`src/hex_to_base64_encoder_core_defines.svh`:
```
// assertion macros shared by the encoder modules
`ifndef HEX_TO_BASE64_ENCODER_CORE_DEFINES_SVH
`define HEX_TO_BASE64_ENCODER_CORE_DEFINES_SVH

// property that must hold at every clock edge outside reset
`define H2B_ASSERT(lbl, prop, msg) \
  lbl: assert property (@(posedge clk_i) disable iff (!rst_ni) (prop)) else $error(msg);

// consequent that must hold in the cycle after the antecedent
`define H2B_ASSERT_NEXT(lbl, ante, cons, msg) \
  lbl: assert property (@(posedge clk_i) disable iff (!rst_ni) (ante) |=> (cons)) \
    else $error(msg);

`endif

```
`src/h2b_pkg.sv`:
```
// shared types, constants and character maps of the hex to base64 encoder
package h2b_pkg;

  // results one input beat can cause at most
  localparam int unsigned MaxResults = 4;
  localparam int unsigned CountW = $clog2(MaxResults + 1);
  localparam int unsigned IdxW = $clog2(MaxResults);

  // default depth of the queue between front and back
  localparam int unsigned QueueDepthDefault = 2;

  // ascii codes used by the maps
  localparam logic [7:0] AsciiZero  = 8'h30;
  localparam logic [7:0] AsciiNine  = 8'h39;
  localparam logic [7:0] AsciiUpA   = 8'h41;
  localparam logic [7:0] AsciiUpF   = 8'h46;
  localparam logic [7:0] AsciiLowA  = 8'h61;
  localparam logic [7:0] AsciiLowF  = 8'h66;
  localparam logic [7:0] AsciiPlus  = 8'h2b;
  localparam logic [7:0] AsciiSlash = 8'h2f;
  localparam logic [7:0] AsciiPad   = 8'h3d;

  // input beat
  typedef struct packed {
    logic [7:0] hex_char;
    logic       end_of_stream;
  } in_beat_t;

  // output beat
  typedef struct packed {
    logic [7:0] out_char;
    logic       has_char;
    logic       bad_input;
    logic       last_out;
  } out_beat_t;

  // all results of one input beat, in order
  typedef struct packed {
    out_beat_t [MaxResults-1:0] items;
    logic [CountW-1:0]          count;
  } job_t;

  // queue status seen by front and back
  typedef struct packed {
    logic full;
    logic empty;
  } q_stat_t;

  // 6-bit group to base64 character
  function automatic logic [7:0] b64_char(logic [5:0] v);
    logic [7:0] w;
    w = {2'b00, v};
    if (v < 6'd26) return AsciiUpA + w;
    if (v < 6'd52) return AsciiLowA + w - 8'd26;
    if (v < 6'd62) return AsciiZero + w - 8'd52;
    if (v == 6'd62) return AsciiPlus;
    return AsciiSlash;
  endfunction

  // hex digit to {invalid, nibble}
  function automatic logic [4:0] hex_value(logic [7:0] c);
    logic [7:0] d;
    d = 8'h00;
    if (c >= AsciiZero && c <= AsciiNine) begin
      d = c - AsciiZero;
      return {1'b0, d[3:0]};
    end
    if (c >= AsciiLowA && c <= AsciiLowF) begin
      d = c - AsciiLowA + 8'd10;
      return {1'b0, d[3:0]};
    end
    if (c >= AsciiUpA && c <= AsciiUpF) begin
      d = c - AsciiUpA + 8'd10;
      return {1'b0, d[3:0]};
    end
    return 5'b10000;
  endfunction

endpackage

```
`src/h2b_front.sv`:
```
// front part: accepts hex beats, merges nibbles and builds the result job
module h2b_front (
  input  logic               clk_i,
  input  logic               rst_ni,
  input  logic               in_valid_i,
  output logic               in_stall_o,
  input  h2b_pkg::in_beat_t  in_beat_i,
  input  h2b_pkg::q_stat_t   q_stat_i,
  output logic               push_o,
  output h2b_pkg::job_t      job_o
);
  import h2b_pkg::*;

  logic       nw_q, nw_d;
  logic [3:0] hn_q, hn_d;
  logic [1:0] ph_q, ph_d;
  logic [3:0] lo_q, lo_d;

  logic              accept;
  logic [4:0]        hv;
  logic [7:0]        byte_val;
  logic              bad;
  logic [CountW-1:0] n;
  logic [IdxW-1:0]   last_idx;
  job_t              job;

  function automatic out_beat_t mk_beat(logic [7:0] ch, logic has, logic flag);
    out_beat_t b;
    b.out_char  = ch;
    b.has_char  = has;
    b.bad_input = flag;
    b.last_out  = 1'b0;
    return b;
  endfunction

  assign accept = in_valid_i && !q_stat_i.full;
  assign in_stall_o = q_stat_i.full;

  // state update and result list for one beat
  always_comb begin
    nw_d = nw_q;
    hn_d = hn_q;
    ph_d = ph_q;
    lo_d = lo_q;
    hv = hex_value(in_beat_i.hex_char);
    byte_val = {hn_q, hv[3:0]};
    bad = hv[4];
    n = '0;
    job = '0;
    last_idx = '0;

    if (!hv[4]) begin
      if (!nw_q) begin
        hn_d = hv[3:0];
        nw_d = 1'b1;
      end else begin
        nw_d = 1'b0;
        hn_d = 4'h0;
        case (ph_q)
          2'd1: begin
            job.items[0] = mk_beat(b64_char({lo_q[1:0], byte_val[7:4]}), 1'b1, 1'b0);
            n = CountW'(1);
            lo_d = byte_val[3:0];
            ph_d = 2'd2;
          end
          2'd2: begin
            job.items[0] = mk_beat(b64_char({lo_q, byte_val[7:6]}), 1'b1, 1'b0);
            job.items[1] = mk_beat(b64_char(byte_val[5:0]), 1'b1, 1'b0);
            n = CountW'(2);
            lo_d = 4'h0;
            ph_d = 2'd0;
          end
          default: begin
            job.items[0] = mk_beat(b64_char(byte_val[7:2]), 1'b1, 1'b0);
            n = CountW'(1);
            lo_d = {2'b00, byte_val[1:0]};
            ph_d = 2'd1;
          end
        endcase
      end
    end

    // odd final nibble
    if (in_beat_i.end_of_stream && nw_d) bad = 1'b1;

    // flagged result first
    if (bad) begin
      job.items[n[IdxW-1:0]] = mk_beat(8'h00, 1'b0, 1'b1);
      n = n + CountW'(1);
    end

    // flush and padding at end of stream
    if (in_beat_i.end_of_stream) begin
      case (ph_d)
        2'd1: begin
          job.items[n[IdxW-1:0]] = mk_beat(b64_char({lo_d[1:0], 4'h0}), 1'b1, 1'b0);
          n = n + CountW'(1);
          job.items[n[IdxW-1:0]] = mk_beat(AsciiPad, 1'b1, 1'b0);
          n = n + CountW'(1);
          job.items[n[IdxW-1:0]] = mk_beat(AsciiPad, 1'b1, 1'b0);
          n = n + CountW'(1);
        end
        2'd2: begin
          job.items[n[IdxW-1:0]] = mk_beat(b64_char({lo_d, 2'b00}), 1'b1, 1'b0);
          n = n + CountW'(1);
          job.items[n[IdxW-1:0]] = mk_beat(AsciiPad, 1'b1, 1'b0);
          n = n + CountW'(1);
        end
        default: ;
      endcase
      // end marker when nothing else goes out
      if (n == '0) begin
        job.items[0] = mk_beat(8'h00, 1'b0, 1'b0);
        n = CountW'(1);
      end
      last_idx = IdxW'(n - CountW'(1));
      job.items[last_idx].last_out = 1'b1;
      nw_d = 1'b0;
      hn_d = 4'h0;
      ph_d = 2'd0;
      lo_d = 4'h0;
    end
    job.count = n;
  end

  assign push_o = accept && (n != '0);
  assign job_o = job;

  // stream state
  always_ff @(posedge clk_i or negedge rst_ni) begin
    if (!rst_ni) begin
      nw_q <= 1'b0;
      hn_q <= 4'h0;
      ph_q <= 2'd0;
      lo_q <= 4'h0;
    end else if (accept) begin
      nw_q <= nw_d;
      hn_q <= hn_d;
      ph_q <= ph_d;
      lo_q <= lo_d;
    end
  end

endmodule

```
`src/h2b_fifo.sv`:
```
// short queue of result jobs between front and back
module h2b_fifo #(
  parameter int unsigned Depth = h2b_pkg::QueueDepthDefault
) (
  input  logic              clk_i,
  input  logic              rst_ni,
  input  logic              push_i,
  input  h2b_pkg::job_t     push_job_i,
  input  logic              pop_i,
  output h2b_pkg::job_t     head_o,
  output h2b_pkg::q_stat_t  stat_o
);
  import h2b_pkg::*;

  localparam int unsigned AW = (Depth > 1) ? $clog2(Depth) : 1;
  localparam int unsigned CW = $clog2(Depth + 1);

  job_t          mem_q [Depth];
  logic [AW-1:0] wr_q, wr_d;
  logic [AW-1:0] rd_q, rd_d;
  logic [CW-1:0] cnt_q, cnt_d;

  function automatic logic [AW-1:0] wrap_inc(logic [AW-1:0] p);
    return (p == AW'(Depth - 1)) ? '0 : p + AW'(1);
  endfunction

  assign stat_o.full  = (cnt_q == CW'(Depth));
  assign stat_o.empty = (cnt_q == '0);
  assign head_o = mem_q[rd_q];

  // pointer and fill count
  always_comb begin
    wr_d = push_i ? wrap_inc(wr_q) : wr_q;
    rd_d = pop_i ? wrap_inc(rd_q) : rd_q;
    cnt_d = cnt_q;
    if (push_i && !pop_i) cnt_d = cnt_q + CW'(1);
    else if (!push_i && pop_i) cnt_d = cnt_q - CW'(1);
  end

  always_ff @(posedge clk_i or negedge rst_ni) begin
    if (!rst_ni) begin
      wr_q  <= '0;
      rd_q  <= '0;
      cnt_q <= '0;
    end else begin
      wr_q  <= wr_d;
      rd_q  <= rd_d;
      cnt_q <= cnt_d;
    end
  end

  // job storage
  always_ff @(posedge clk_i) begin
    if (push_i) mem_q[wr_q] <= push_job_i;
  end

`include "hex_to_base64_encoder_core_defines.svh"

  `H2B_ASSERT(a_no_overflow, !(push_i && stat_o.full), "push into full queue")
  `H2B_ASSERT(a_no_underflow, !(pop_i && stat_o.empty), "pop from empty queue")
  `H2B_ASSERT_NEXT(a_count_up, push_i && !pop_i, cnt_q == $past(cnt_q) + CW'(1), "count lost")

endmodule

```
`src/h2b_back.sv`:
```
// back part: plays jobs out one result beat at a time through an output register
module h2b_back (
  input  logic                clk_i,
  input  logic                rst_ni,
  input  h2b_pkg::job_t       head_i,
  input  h2b_pkg::q_stat_t    q_stat_i,
  output logic                pop_o,
  output logic                out_valid_o,
  input  logic                out_stall_i,
  output h2b_pkg::out_beat_t  out_beat_o
);
  import h2b_pkg::*;

  job_t            cur_q;
  logic            busy_q;
  logic [IdxW-1:0] idx_q;
  logic            out_valid_q;
  out_beat_t       out_q;
  logic            advance;
  logic            cur_done;

  assign advance  = !out_valid_q || !out_stall_i;
  assign pop_o    = advance && !busy_q && !q_stat_i.empty;
  assign cur_done = ({1'b0, idx_q} + CountW'(1)) == cur_q.count;

  // control of the play-out
  always_ff @(posedge clk_i or negedge rst_ni) begin
    if (!rst_ni) begin
      busy_q      <= 1'b0;
      idx_q       <= '0;
      out_valid_q <= 1'b0;
    end else if (advance) begin
      if (busy_q) begin
        out_valid_q <= 1'b1;
        idx_q <= idx_q + IdxW'(1);
        if (cur_done) busy_q <= 1'b0;
      end else if (!q_stat_i.empty) begin
        out_valid_q <= 1'b1;
        idx_q <= IdxW'(1);
        busy_q <= (head_i.count > CountW'(1));
      end else begin
        out_valid_q <= 1'b0;
      end
    end
  end

  // current job and output beat
  always_ff @(posedge clk_i) begin
    if (advance) begin
      if (busy_q) begin
        out_q <= cur_q.items[idx_q];
      end else if (!q_stat_i.empty) begin
        out_q <= head_i.items[0];
        cur_q <= head_i;
      end
    end
  end

  assign out_valid_o = out_valid_q;
  assign out_beat_o  = out_q;

`include "hex_to_base64_encoder_core_defines.svh"

  `H2B_ASSERT(a_idx_in_job, !busy_q || (({1'b0, idx_q}) < cur_q.count), "index past job end")
  `H2B_ASSERT(a_empty_char, !out_valid_q || out_q.has_char || (out_q.out_char == 8'h00),
    "char set on an empty result")
  `H2B_ASSERT(a_pop_idle, !(pop_o && busy_q), "pop while a job is still playing")

endmodule

```
`src/hex_to_base64_encoder_core.sv`:
```
// top level of the hex to base64 stream encoder
//
//  channel | handshake                | beat
//  --------+--------------------------+---------------------------------------
//  in      | in_valid_i / in_stall_o  | in_beat_i  (hex_char, end_of_stream)
//  out     | out_valid_o / out_stall_i| out_beat_o (out_char, has_char,
//          |                          |             bad_input, last_out)
//
// one input beat is taken per cycle while the job queue has room; the front
// builds all of its results (0 to 4) in that cycle
// the back sends one result beat per cycle from its output register while
// out_stall_i is low, so a job holds the back until all of its results are
// sent; the first result passes through the job queue and the output register
// reset clears the stream state, the queue and the output valid at once
// out stall backs up the queue (QueueDepth jobs); in_stall_o rises when full
module hex_to_base64_encoder_core #(
  parameter int unsigned QueueDepth = h2b_pkg::QueueDepthDefault
) (
  input  logic                clk_i,
  input  logic                rst_ni,
  input  logic                in_valid_i,
  output logic                in_stall_o,
  input  h2b_pkg::in_beat_t   in_beat_i,
  output logic                out_valid_o,
  input  logic                out_stall_i,
  output h2b_pkg::out_beat_t  out_beat_o
);
  import h2b_pkg::*;

  logic    push;
  logic    pop;
  job_t    push_job;
  job_t    head_job;
  q_stat_t q_stat;

  // classify input and build jobs
  h2b_front u_front (
    .clk_i      (clk_i),
    .rst_ni     (rst_ni),
    .in_valid_i (in_valid_i),
    .in_stall_o (in_stall_o),
    .in_beat_i  (in_beat_i),
    .q_stat_i   (q_stat),
    .push_o     (push),
    .job_o      (push_job)
  );

  // job queue
  h2b_fifo #(
    .Depth (QueueDepth)
  ) u_fifo (
    .clk_i      (clk_i),
    .rst_ni     (rst_ni),
    .push_i     (push),
    .push_job_i (push_job),
    .pop_i      (pop),
    .head_o     (head_job),
    .stat_o     (q_stat)
  );

  // play results out
  h2b_back u_back (
    .clk_i       (clk_i),
    .rst_ni      (rst_ni),
    .head_i      (head_job),
    .q_stat_i    (q_stat),
    .pop_o       (pop),
    .out_valid_o (out_valid_o),
    .out_stall_i (out_stall_i),
    .out_beat_o  (out_beat_o)
  );

endmodule

```
`config.mk`:
```
export PLATFORM = sky130hd
export DESIGN_NAME = hex_to_base64_encoder_core
export DESIGN_NICKNAME = d
export VERILOG_FILES = /design/src/h2b_pkg.sv /design/src/h2b_front.sv /design/src/h2b_fifo.sv /design/src/h2b_back.sv /design/src/hex_to_base64_encoder_core.sv
export VERILOG_INCLUDE_DIRS = /design/src /design/src/src
export SDC_FILE = /design/constraint.sdc
export NUM_CORES = 1
export LEC_CHECK = 0
export ABC_AREA = 1
export BUFFER_PORTS_ARGS = -buffer_cell sky130_fd_sc_hd__buf_2
export CAP_MARGIN = 0
export CORE_MARGIN = 8
export CORE_UTILIZATION = 60
export CTS_BUF_LIST = sky130_fd_sc_hd__clkbuf_4 sky130_fd_sc_hd__clkbuf_8
export DETAILED_ROUTE_END_ITERATION = 10
export GPL_ROUTABILITY_DRIVEN = 1
export HOLD_SLACK_MARGIN = 0.06
export PLACE_DENSITY = 0.75
export SETUP_SLACK_MARGIN = 0.1
export SYNTH_ARGS = -nofsm -noshare
export SYNTH_HDL_FRONTEND = slang
export SYNTH_SLANG_ARGS = --single-unit
```
`constraint.sdc`:
```
create_clock -name clk_i -period 10.6 [get_ports clk_i]
set_input_delay 0 -clock clk_i [delete_from_list [all_inputs] [get_ports clk_i]]
set_output_delay 0 -clock clk_i [all_outputs]
set_load 0.02 [all_outputs]
```
==> results_dict.tcl <==
set metrics [dict create \
    status "finished, final reports clean" \
    power_switching_share_pct 36.8 \
    met2_usage_pct 41.7 \
    p_per_area_nw_per_um2 192 \
    synthTopCellsByArea "edfxtp_1 (43%), nand2_1 (12%), ha_1 (6.2%)" \
    cts-root-buf "clkbuf_8" \
    synth_top_area_share_pct 43.2 \
    setup_slack_ps 5540 \
    syn2layout_area_growth_pct 6.42 \
    syn-num-nets 1301 \
    die_area_um2 22100 \
    seq_area_frac_synth_pct 47.7 \
    grt_pass1_vias 8057 \
    final_common_cell "nand2_1" \
    fin_tns_setup_ps 0 \
    required_ps 10690 \
    dpl_worst_slack_ps 5350 \
    fillers 1469 \
    antenna_left 0 \
    r2r_end "u_fifo.mem_q[1][16]" \
    yosysWarnings 0 \
    arrival_ps 5150 \
    grt-ovfl-total 0 \
    layout_common_cells "nand2_1 (335), edfxtp_1 (152), inv_1 (123)" \
    avgSynthCellArea_um2 8.54 \
    initial_core_util_pct 61.3 \
    cts.clk_slew.worst_paths_ps 90 \
    clockBufferDepth 2 \
    cts_buffers 17 \
    end_kind "flip-flop" \
    dr.pass1.iters 5 \
    die_y_um 149 \
    met1_usage_pct 30.6 \
    drt-wirelength-per-cell_um 18.0 \
    via_per_inst 5.78 \
    p_total_mw 2.15 \
    drive_above_1_share_pct 10.7 \
    max-vdd-ir-drop_v 0.000209 \
    core-area_um2 17200 \
    grt_setup_unrepaired "no" \
    critPathKind "flip-flop to flip-flop" \
    p_leak_nw 4.72 \
    crit_path_start "u_front.nw_q" \
    multi_input_comb_area_um2 4780 \
    antenna_found_initial 0 \
    postCtsSetupBuffers 0 \
    grt_max_degree 51 \
    seq_power_share_pct 49.4 \
    final-setup-viol-count 0 \
    p_int_mw 1.36 \
    clk_latency_ps 450 \
    yosysTopAreaCell "edfxtp_1" \
    die_w_um 149 \
    min_period_ps 5060 \
    hold_class "input pin to flip-flop" \
    final_cell_count_no_fill 1486 \
    port_buffers 25 \
    cap_violations 0 \
    cts_tree "yes" \
    drc 0 \
    drt_iter0_markers 604 \
    worstSetupEndpoint "u_fifo.mem_q[1][16]" \
    synth_edf_count 152 \
    grt_usage_pct 24.4 \
    r2r_start "u_front.nw_q" \
    busiest_layer "met2" \
    maxSlewViolCount 0 \
    grt_pass1_wl_um 42200 \
    io_pins 26 \
    slew_headroom_pct 22.2 \
    num_antenna_cells 0 \
    vias 8584 \
    cts.sinks 171 \
    cts_resized 0 \
    wirelength_um 26700 \
    hold_viol 0 \
    syn-instance-count 1236 \
    ys_ff_latch 171 \
    clock_skew_ps 10.7 \
    ff2ff_path_depth 20 \
    placed_cells_incl_taps 1450 \
    cts-htree-levels 4 \
    tightest_slew_ps 1170 \
    async_reset_ff_share_pct 11.1 \
    worst-path-max-fanout 45 \
    ys.flop_type "edfxtp_1" \
    r2r_slack_ps 5540 \
    fmax_mhz 198 \
    synthDistinctLibCells 58 \
    regArea_um2 5040 \
    period_share_pct 47.7 \
    num_rows 48 \
    gp_congestion 0.991 \
    comb_power_share_pct 29.9 \
    p_sw_mw 0.792 \
    dp.final_hpwl_um 20000 \
    start_kind "flip-flop" \
    use_met3_pct 3.59 \
    final_nets 1313 \
    clockPowerShare_pct 20.7 \
    synth.cell_area_um2 10600 \
]
==> cells in the mapped netlist (3+ instances only) <==
cell type	number
nand2_1	335
edfxtp_1	152
inv_1	123
o21ai_0	95
nor2_1	89
nand3_1	75
ha_1	52
a21oi_1	51
clkbuf_1	26
o22ai_1	26
dfrtp_1	19
xor2_1	17
a31oi_1	16
o211ai_1	16
or2_2	11
inv_2	10
nand2_2	10
nor3_1	10
nand4_1	8
o21ai_1	8
buf_2	7
clkinv_1	7
nand3_2	6
nor2_2	6
o21ai_2	6
xnor2_1	4
buf_1	3
nand2_4	3
nor4_1	3
o21ai_4	3
o311ai_0	3
==> registers in the layout (all words and copies together), names as in the netlist <==
signal,count
u_fifo.rd_q,1
u_fifo.cnt_q,2
u_front.lo_q,4
u_front.nw_q,1
u_back.idx_q,2
u_back.cur_q,47
u_back.out_beat_o,11
u_fifo.mem_q,94
u_front.hn_q,4
u_front.ph_q,2
u_fifo.wr_q,1
u_back.busy_q,1
u_back.out_valid_o,1
==> critical path: stages, from the launching register on <==
cell      delay (ps)
dfrtp_1          500
inv_1            130
a21oi_1          330
nand2_1          230
inv_1            140
ha_1             270
o21ai_4          290
ha_1             370
clkinv_1         280
ha_1             360
xnor2_1          180
a21oi_1           60
a211o_1          250
nand2_1          110
inv_2             50
o21ai_1          200
nor2_1            80
nand2_1           80
nand2_2          110
nor2_4           140
buf_4            510
==> logic make-up after synthesis <==
kind of cell | after synthesis | synth area share, %
xor+xnor | 22 | 2.00
flops | 171 | 47.7
simple gates | 563 | 23.1
buf+inv | 184 | 7.18
compound gates | 244 | 13.8
fa+ha+maj | 52 | 6.16
==> through the flow <==
step	util, %	cell area (µm²)	hold slack, ps
global placement	62.7	10800	0.404
detailed placement	62.7	10800	8.11
finish	65.2	11200	104
CTS	65.2	11200	105
floorplan	-	10600	-296
global route	65.2	11200	153
==> timing repair <==
action,4_1_cts,5_1_grt
hold buffers,4,0
setup endpoints to repair,0,0
endpoints found under the hold margin,24,0
==> how the worst min path moves through the flow <==
stage                          start         endpoint  slack [ps]  cells past startpoint
after CTS                 in_valid_i     u_front.nw_q         100                      5
after global routing      in_valid_i     u_front.nw_q         150                      5
after floorplan               rst_ni    u_back.busy_q        -300                      0
after global placement        rst_ni  u_fifo.cnt_q[1]         0.4                      1
after detailed placement      rst_ni  u_fifo.cnt_q[1]           8                      1
final                     in_valid_i     u_front.nw_q         100                      5
==> power groups by stage <==
stage / logic, mW / registers, mW / clock network, mW
final: 0.644 / 1.06 / 0.446
after CTS: 0.648 / 1.06 / 0.451
after global routing: 0.720 / 1.08 / 0.476
after global placement: 0.633 / 1.07 / 0
after floorplan: 0.441 / 1.08 / 0
after detailed placement: 0.645 / 1.08 / 0
==> layout make-up <==
class	instances	share of cell area, %
clock buffer	19	2.27
inverter	142	4.78
multi-input combinational	881	42.6
sequential	171	44.8
tap	225	2.50
timing repair buffer	35	1.87
clock inverter	13	1.18
==> metal layers <==
metal	vias up	share of wire, %
met4	0	2.6
met5	-	0
met1	4023	42
met3	48	5.5
li1	4211	-
met2	302	50
Power figures use the tool's default switching activity.
